$ cat config.mk
export PLATFORM = sky130hd
export DESIGN_NAME = lbs_div
export DESIGN_NICKNAME = d
export VERILOG_FILES = /design/src/rtl/lbs_pkg.sv /design/src/rtl/lbs_div.sv
export SDC_FILE = /design/constraint.sdc
export NUM_CORES = 1
export LEC_CHECK = 0
export CORE_MARGIN = 3
export CORE_UTILIZATION = 30
export DETAILED_ROUTE_END_ITERATION = 6
export DONT_BUFFER_PORTS = 1
export SYNTH_ARGS = -nofsm -noshare
export SYNTH_HDL_FRONTEND = slang
export SYNTH_SLANG_ARGS = --single-unit
$ cat constraint.sdc
create_clock -name clk -period 6.5 [get_ports clk]
set_input_delay 0.65 -clock clk [delete_from_list [all_inputs] [get_ports clk]]
set_output_delay 0.65 -clock clk [all_outputs]
set_load 0.01 [all_outputs]
$ cat src/rtl/lbs_pkg.sv
// shared types and constants for the four-bone skinning engine
package lbs_pkg;

    localparam int BONE_COUNT_DEF = 80;
    localparam int COEFS          = 12;
    localparam int LANES          = 4;

    // blend divisors: weight scale, and weight scale times tangent scale
    localparam int DIV_POS = 255;
    localparam int DIV_TAN = 255 * 511;

    localparam int PP_W   = 64;
    localparam int TP_W   = 42;
    localparam int P_W    = 50;
    localparam int T_W    = 44;
    localparam int PW_W   = 59;
    localparam int TW_W   = 53;
    localparam int PACC_W = 61;
    localparam int TACC_W = 55;

    localparam int LANE_LAT = 4;
    localparam int DIV_LAT  = 5;
    localparam int PIPE_LAT = LANE_LAT + 1 + DIV_LAT;

    localparam logic REQ_COEF   = 1'b0;
    localparam logic REQ_VERTEX = 1'b1;

    typedef logic signed [31:0] q16_t;
    typedef logic signed [9:0]  tan_t;
    typedef logic signed [PW_W-1:0] pw_t;
    typedef logic signed [TW_W-1:0] tw_t;

    typedef struct packed {
        logic       en;
        logic [3:0] sel;
        logic [7:0] addr;
        q16_t       data;
    } pal_wr_t;

    typedef struct packed {
        logic last;
        logic bad;
    } meta_t;

endpackage

$ cat src/rtl/lbs_div.sv
// pipelined rounding division by a constant with 32-bit saturation
module lbs_div #(
    parameter int N = lbs_pkg::PACC_W,
    parameter int D = lbs_pkg::DIV_POS
) (
    input  logic                clk,
    input  logic                en,
    input  logic signed [N-1:0] x,
    output lbs_pkg::q16_t       y
);

    localparam int RW = $clog2(D) + 31;
    localparam logic [N:0] LIMIT = (N+1)'(D) << 31;

    // floor(m / D) equals (m * RECIP) >> SH for every m below 2^RW
    localparam int SH = RW + $clog2(D);
    localparam int ML = (RW + 1) / 2;
    localparam int MH = RW - ML;
    localparam int KH = RW + 1 - ML;
    localparam int SW = SH + 32;
    localparam logic [127:0] RECIP_FULL =
        ((128'd1 << SH) + 128'(D) - 128'd1) / 128'(D);
    localparam logic [ML-1:0] RECIP_LO = RECIP_FULL[ML-1:0];
    localparam logic [KH-1:0] RECIP_HI = RECIP_FULL[RW:ML];

    logic [N-1:0]  mag;
    logic [N:0]    m;
    logic [SW-1:0] sum;

    logic [RW-1:0]      m_reg;
    logic               neg_reg [4];
    logic               sat_reg [4];
    logic [2*ML-1:0]    pll_reg;
    logic [ML+KH-1:0]   plh_reg;
    logic [MH+ML-1:0]   phl_reg;
    logic [MH+KH-1:0]   phh_reg;
    logic [2*ML-1:0]    ll_reg;
    logic [ML+KH:0]     cross_reg;
    logic [MH+KH-1:0]   hh_reg;
    logic [30:0]        q_reg;
    lbs_pkg::q16_t      y_reg;

    assign mag = x[N-1] ? N'(-x) : N'(x);
    assign m   = (N+1)'(mag) + (N+1)'(D / 2);

    assign sum = SW'(ll_reg) + (SW'(cross_reg) << ML) + (SW'(hh_reg) << (2 * ML));

    always_ff @(posedge clk)
    begin
        if (en)
        begin
            neg_reg[0] <= x[N-1];
            sat_reg[0] <= m >= LIMIT;
            m_reg      <= (m >= LIMIT) ? '0 : m[RW-1:0];
            for (int i = 1; i < 4; i++)
            begin
                neg_reg[i] <= neg_reg[i-1];
                sat_reg[i] <= sat_reg[i-1];
            end

            // partial products of the reciprocal multiply
            pll_reg <= (2*ML)'(m_reg[ML-1:0]) * (2*ML)'(RECIP_LO);
            plh_reg <= (ML+KH)'(m_reg[ML-1:0]) * (ML+KH)'(RECIP_HI);
            phl_reg <= (MH+ML)'(m_reg[RW-1:ML]) * (MH+ML)'(RECIP_LO);
            phh_reg <= (MH+KH)'(m_reg[RW-1:ML]) * (MH+KH)'(RECIP_HI);

            ll_reg    <= pll_reg;
            cross_reg <= (ML+KH+1)'(plh_reg) + (ML+KH+1)'(phl_reg);
            hh_reg    <= phh_reg;

            q_reg <= sum[SH +: 31];

            if (sat_reg[3])
            begin
                y_reg <= neg_reg[3] ? 32'sh8000_0000 : 32'sh7fff_ffff;
            end
            else
            begin
                y_reg <= neg_reg[3] ? -$signed({1'b0, q_reg}) : $signed({1'b0, q_reg});
            end
        end
    end

    assign y = y_reg;

endmodule

Word level (Yosys, flattened, before mapping)
Memory sizes are Yosys's and may differ from the RTL's.
Cells that the tools add are included.
- output and inout port bits: 32
- logic and storage cells: 29
- bits in registers: 357
- bits in writable memories: 8
- memories: 2
- input port bits: 63
- memories (memory ; words ; width ; read ports ; clocked after memory_dff ; wr ports ; line ; text):
    neg_reg ; 4 ; 1 ; 4 ; 0 ; 4 ; lbs_div.sv:31 ; logic neg_reg [4];
    sat_reg ; 4 ; 1 ; 4 ; 0 ; 4 ; lbs_div.sv:32 ; logic sat_reg [4];
- multiplexer cells: 6
- add/subtract/negate cells: 6
- order comparisons: 1
- $mul: 4
- operator list (kind ; count):
    $mux W32 ; 3
    $add A62 B78 Y78 ; 1
    $add A36 B61 Y62 ; 1
    $add A61 B7 Y62 const B ; 1
    $ge A62 B39 Y1 const B ; 1
    $mux W61 ; 1
    $neg A61 Y61 ; 1
    $add A40 B35 Y41 ; 1
    $mul A20 B17 Y37 const B ; 1
    $mul A20 B16 Y36 const B ; 1
    $mul A19 B16 Y35 const B ; 1
    $mul A19 B17 Y35 const B ; 1
    $neg A31 Y32 ; 1
    $mux W1 ; 2

Depth between registers and ports, before layout
- depth in word-level cells: 4
- mapped depth: 18
- gate-level depth less buffers: 17

Worst setup path before layout
OpenSTA, ideal clock, no wires.
- kind: input -> register
- start: in x[0]
- end: mem sat_reg[0] (data pin)
- path buffers: 2
- setup slack: 888 ps
- data required time: 6241 ps
- stages on the path: 16
- library setup time: 259 ps
- data arrival time: 5353 ps
- path through: inv_1 > ha_1 > nor3b_1 > nand4_1 > o41ai_1 > xor2_1 > or3_1 > or3_1 > buf_6 > or4_2 > xnor2_1 > nor4_1 > nand4_1 > a2111o_1 > buf_6 > or2_1
- RTL lines (element ; line ; text):
    from (decl) ; lbs_div.sv:8 ; input logic signed [N-1:0] x,
    to (decl) ; lbs_div.sv:32 ;

Worst setup path after layout
- start: in x[0]
- end: reg m_reg[6] (data pin)
- cells in the longest elaborated chain, start to end: 4
- RTL lines (element ; line ; text):
    $neg A61 Y61 ; lbs_div.sv:43 ; assign mag = x[N-1] ? N'(-x) : N'(x);
    $mux W61 * ; lbs_div.sv:43 ;
    $add A61 B7 Y62 * ; lbs_div.sv:44 ; assign m = (N+1)'(mag) + (N+1)'(D / 2);
    $ge A62 B39 Y1 ; lbs_div.sv:54 ; m_reg <= (m >= LIMIT) ? '0 : m[RW-1:0];
    to (signal assigned) ; lbs_div.sv:54 ;
    to (decl) ; lbs_div.sv:30 ; logic [RW-1:0] m_reg;
Every way passes the cells marked *; elsewhere a longest branch is shown, timed or not.
A chain may end at the register's enable or synchronous reset.

==> impl_results.html <==
<table>
<tr><th>Metric</th><th>Value</th></tr>
<tr><th colspan="2">Worst setup path</th></tr>
<tr><td>Worst Path Max Fanout</td><td>38</td></tr>
<tr><td>Critical path class</td><td>input pin to flip-flop</td></tr>
<tr><td>Data required, critical path</td><td>6.85 ns</td></tr>
<tr><td>Sort of element at the end of the critical path</td><td>flip-flop</td></tr>
<tr><td>Worst setup SP type</td><td>input pin</td></tr>
<tr><td>Largest delay share family, worst path</td><td>simple AND/OR/NAND/NOR gates</td></tr>
<tr><td>Stages on the worst setup path</td><td>15</td></tr>
<tr><td>Bufs and invs on worst path</td><td>2</td></tr>
<tr><td>Critical Path, Cell by Cell</td><td>inv_1, ha_1, nor3b_1, nand4_1, o41ai_1, xor2_1, or3_1, or3_1, or4_2, xnor2_1, nor4_1, nand4_1, a2111o_1, buf_4, nor3_1</td></tr>
<tr><td>Length in cells of the worst reg-to-reg path</td><td>15</td></tr>
<tr><td>CP max stage cell</td><td>sky130_fd_sc_hd__or4_2</td></tr>
<tr><td>Data arrival time of the worst path</td><td>5.75 ns</td></tr>
<tr><td>Largest stage delay, worst path</td><td>0.69 ns</td></tr>
<tr><th colspan="2">Timing</th></tr>
<tr><td>Unrepaired setup endpoints after global routing</td><td>no</td></tr>
<tr><td>Ratio of final minimum period to clock period</td><td>83.08%</td></tr>
<tr><td>Slew Limit Headroom</td><td>43.85%</td></tr>
<tr><td>Fin Clk Skew</td><td>0.01423 ns</td></tr>
<tr><td>Max Fclk</td><td>0.1852 GHz</td></tr>
<tr><td>Sum of negative setup slack</td><td>0 ns</td></tr>
<tr><td>Setup slack of the critical path after layout</td><td>1.100 ns</td></tr>
<tr><td>Final Max Tran Viols</td><td>0</td></tr>
<tr><td>Transition at the pin with the smallest max-transition slack</td><td>0.8317 ns</td></tr>
<tr><td>Fin. Hold Viols</td><td>0</td></tr>
<tr><td>Minimum period implied by the final worst setup slack</td><td>5.400 ns</td></tr>
<tr><td>Final setup violation count</td><td>0</td></tr>
<tr><th colspan="2">Drt</th></tr>
<tr><td>Routed wirelength normalized by instance count</td><td>18.36 um</td></tr>
<tr><td>Total vias in the final route</td><td>16510</td></tr>
<tr><td>Final wirelength</td><td>57.58 mm</td></tr>
<tr><td>First-pass iteration count of the detailed router</td><td>6</td></tr>
<tr><td>Via-to-Cell Ratio</td><td>5.266</td></tr>
<tr><td>DRC viols</td><td>0</td></tr>
<tr><td>Number of DRC markers after the initial detailed-route iteration</td><td>1335</td></tr>
<tr><td>Post-route ant nets</td><td>0</td></tr>
<tr><th colspan="2">Synth</th></tr>
<tr><td>Cell taking the most area after synthesis</td><td>sky130_fd_sc_hd__edfxtp_1</td></tr>
<tr><td>Post-Syn Nets</td><td>2513</td></tr>
<tr><td>Yosys synthesis warning count</td><td>0</td></tr>
<tr><td>Mapped Avg Cell Area</td><td>10.50 um^2</td></tr>
<tr><td>Proportion of netlist area held by the largest area contributor</td><td>41.68%</td></tr>
<tr><td>Area contributors post-synth</td><td>sky130_fd_sc_hd__edfxtp_1 42%, sky130_fd_sc_hd__ha_1 15%, sky130_fd_sc_hd__xnor2_1 5.8%</td></tr>
<tr><td>Distinct cell type count of the synthesized netlist</td><td>89</td></tr>
<tr><td>Number of synthesized register bits</td><td>315</td></tr>
<tr><td>Post-Syn Area</td><td>22690 um^2</td></tr>
<tr><td>Async S/R FF share, synth</td><td>0%</td></tr>
<tr><td>EDFF count, synth</td><td>315</td></tr>
<tr><td>Register area share after synthesis</td><td>41.68%</td></tr>
<tr><td>Gate Count Post-Synth</td><td>2162</td></tr>
<tr><td>Ys flop type</td><td>sky130_fd_sc_hd__edfxtp_1</td></tr>
<tr><th colspan="2">Clocking</th></tr>
<tr><td>Number of buffers between clock root and the deepest sink</td><td>3</td></tr>
<tr><td>CTS root buffer</td><td>sky130_fd_sc_hd__clkbuf_16</td></tr>
<tr><td>Count of buffers added by post-CTS timing repair for setup</td><td>0</td></tr>
<tr><td>Sinks on the clock net</td><td>315</td></tr>
<tr><td>Number of CTS-inserted buffers</td><td>35</td></tr>
<tr><td>Total of hold buffers inserted after clock tree synthesis</td><td>0</td></tr>
<tr><td>TritonCTS clock tree</td><td>done</td></tr>
<tr><td>Clock transition at the registers of the reported paths</td><td>0.06 ns</td></tr>
<tr><td>Number of levels in the clock H-tree</td><td>2</td></tr>
<tr><td>Resize count post-CTS</td><td>0</td></tr>
<tr><td>Clock latency reported for the late side of the worst-skew pair</td><td>0.54 ns</td></tr>
<tr><th colspan="2">Die</th></tr>
<tr><td>Top Ports</td><td>95</td></tr>
<tr><td>Starting utilization of the core area</td><td>30.38%</td></tr>
<tr><td>Horizontal die dimension</td><td>281.0 um</td></tr>
<tr><td>Area of the placeable core</td><td>74700 um^2</td></tr>
<tr><td>DIE HEIGHT</td><td>281.0 um</td></tr>
<tr><td>Die Outline Area</td><td>78980 um^2</td></tr>
<tr><td>Number of cell rows</td><td>100</td></tr>
<tr><th colspan="2">Power</th></tr>
<tr><td>Static leakage</td><td>9.444 nW</td></tr>
<tr><td>Fraction of power consumed by the clock network</td><td>28.1%</td></tr>
<tr><td>Net switching power figure</td><td>2.113 mW</td></tr>
<tr><td>Power per Cell Area</td><td>272.8 nW/um^2</td></tr>
<tr><td>Share of power burned in registers</td><td>43.0%</td></tr>
<tr><td>Worst-case vdd ir drop</td><td>148.2 uV</td></tr>
<tr><td>Internal power component</td><td>4.655 mW</td></tr>
<tr><td>Gate power share</td><td>29.0%</td></tr>
<tr><td>Total design power</td><td>6.768 mW</td></tr>
<tr><td>Net switching fraction of the power</td><td>31.21%</td></tr>
<tr><th colspan="2">Layout</th></tr>
<tr><td>Number of flip-flops in the largest register</td><td>41</td></tr>
<tr><td>Fraction of layout cells with a size suffix above 1</td><td>5.261%</td></tr>
<tr><td>Antenna diode instance count</td><td>0</td></tr>
<tr><td>Area added between synthesis and finish</td><td>9.334%</td></tr>
<tr><td>Register cell area after layout</td><td>9459 um^2</td></tr>
<tr><td>Area of the multi-input gates</td><td>12520 um^2</td></tr>
<tr><td># nets final</td><td>2491</td></tr>
<tr><td>Utilization after layout</td><td>33.22%</td></tr>
<tr><td>Count of filler cells inserted in the layout</td><td>7415</td></tr>
<tr><th colspan="2">Place</th></tr>
<tr><td>Routability Congestion</td><td>0.8899</td></tr>
<tr><td>Buffers on Ports</td><td>0</td></tr>
<tr><td>DP Worst Slack</td><td>0.6012 ns</td></tr>
<tr><td>DP HPWL</td><td>45.55 mm</td></tr>
<tr><th colspan="2">Job</th></tr>
<tr><td>Max-cap check violation count</td><td>0</td></tr>
<tr><th colspan="2">Min path</th></tr>
<tr><td>WHS Path Cells</td><td>0</td></tr>
<tr><td>Path class of the lowest-slack min-delay path</td><td>input pin to flip-flop</td></tr>
<tr><th colspan="2">Global routing</th></tr>
<tr><td>Antenna violations before repair</td><td>0</td></tr>
<tr><td>Via count of the first global-routing pass</td><td>16030</td></tr>
<tr><td>Overall overflow remaining after global route</td><td>0</td></tr>
<tr><td>Global Route Usage Sum</td><td>14.34%</td></tr>
<tr><td>Maximum number of pins on one net before global-route repair</td><td>316</td></tr>
<tr><td>Global-route wire length before repair</td><td>90.06 mm</td></tr>
<tr><th colspan="2">Outcome</th></tr>
<tr><td>Result of the run</td><td>complete, no violations</td></tr>
</table>
## synth_stat cells (all sizes together), types with 6 or more instances
library cell	instances
nor2b	25
edfxtp	315
nand2	105
nand2b	27
a41oi	11
o21ai	84
a211o	6
nand4	42
a21oi	116
o41ai	19
clkbuf	62
ha	269
nor3	96
a31oi	20
and3	16
o31ai	14
xnor2	150
or3	29
nor4	45
o22ai	14
o21bai	17
nor2	152
fa	19
or4	17
nor3b	17
o21a	20
or2	15
inv	97
a21boi	6
a31o	9
a211oi	19
xor2	90
a21o	53
o211ai	7
and2	12
buf	17
nand3	57
## worst reg2reg max path: stages (launching register included)
cell                       delay, ns
sky130_fd_sc_hd__edfxtp_1       0.49
sky130_fd_sc_hd__ha_1           0.35
sky130_fd_sc_hd__ha_1           0.35
sky130_fd_sc_hd__inv_1          0.10
sky130_fd_sc_hd__fa_1           0.51
sky130_fd_sc_hd__inv_1          0.04
sky130_fd_sc_hd__ha_1           0.29
sky130_fd_sc_hd__ha_1           0.34
sky130_fd_sc_hd__and3_1         0.23
sky130_fd_sc_hd__a211oi_1       0.11
sky130_fd_sc_hd__o311ai_0       0.76
sky130_fd_sc_hd__a31o_2         0.30
sky130_fd_sc_hd__nand2b_1       0.07
sky130_fd_sc_hd__a21boi_0       0.17
sky130_fd_sc_hd__o21ai_0        0.12
sky130_fd_sc_hd__xnor2_1        0.39
## power by group through the flow
stage               registers [mW]  clock network, mW  logic (mW)
floorplan                     2.86                  0        1.51
global placement              2.94                  0        1.90
detailed placement            2.95                  0        1.94
CTS                           2.91               1.96        1.96
global route                  2.94               2.05        2.20
finish                        2.91               1.90        1.96
## metrics by stage
stage	cell area, um^2	instances	hold slack, ns
after floorplan	22690	2162	0.4003
after global placement	23710	3072	0.4023
after detailed placement	23710	3072	0.4045
after CTS	24810	3136	0.1794
after global routing	24810	3136	0.1754
final	24810	3136	0.2070
## path summary, 6_finish.rpt
kind	start	end	slack (ns)
worst max-delay path	x[0]	m_reg[6]	1.10
worst min register to register	pll_reg[25]	ll_reg[25]	0.41
worst max register to register	m_reg[3]	plh_reg[38]	1.62
worst min-delay path	x[60]	neg_reg[0]	0.21
## layer usage
metal / part of all wire, % / wire [um] / GRT usage (%) / vias to the layer above
li1: - / - / - / 8093
met1: 45 / 25970 / 18.95 / 7836
met2: 47 / 27210 / 24.37 / 496
met3: 5.3 / 3072 / 2.334 / 88
met4: 2.3 / 1327 / 3.737 / 0
met5: 0 / 0 / 0 / -
## final cells by class
| type | count | share of cell area [%] |
|---|---|---|
| sequential | 315 | 38.12 |
| clock inverter | 16 | 0.6354 |
| timing repair buffer | 20 | 0.6051 |
| tap | 969 | 4.886 |
| inverter | 97 | 1.467 |
| clock buffer | 48 | 3.812 |
| multi-input combinational | 1671 | 50.47 |
## cells in the final DEF (no fill, tap or decap), types with 36 or more instances in the layout
| cell type | n |
|---|---|
| sky130_fd_sc_hd__nor3_1 | 95 |
| sky130_fd_sc_hd__nand3_1 | 56 |
| sky130_fd_sc_hd__a21o_1 | 53 |
| sky130_fd_sc_hd__clkbuf_16 | 36 |
| sky130_fd_sc_hd__edfxtp_1 | 315 |
| sky130_fd_sc_hd__o21ai_0 | 82 |
| sky130_fd_sc_hd__nor2_1 | 152 |
| sky130_fd_sc_hd__nand4_1 | 42 |
| sky130_fd_sc_hd__a21oi_1 | 116 |
| sky130_fd_sc_hd__nand2_1 | 105 |
| sky130_fd_sc_hd__xnor2_1 | 150 |
| sky130_fd_sc_hd__xor2_1 | 90 |
| sky130_fd_sc_hd__nor4_1 | 42 |
| sky130_fd_sc_hd__ha_1 | 269 |
| sky130_fd_sc_hd__inv_1 | 97 |
## cell families (layout without fill, tap and decap cells)
logic type / Yosys count / after routing / share of synthesized area (%)
xor+xnor: 240 / 240 / 9.262
flops: 315 / 315 / 41.68
buf+inv: 176 / 181 / 3.137
compound gates: 459 / 459 / 13.38
simple gates: 678 / 678 / 15.76
mux: 6 / 6 / 0.2702
fa+ha+maj: 288 / 288 / 16.51
Power figures use the tool's default switching activity.
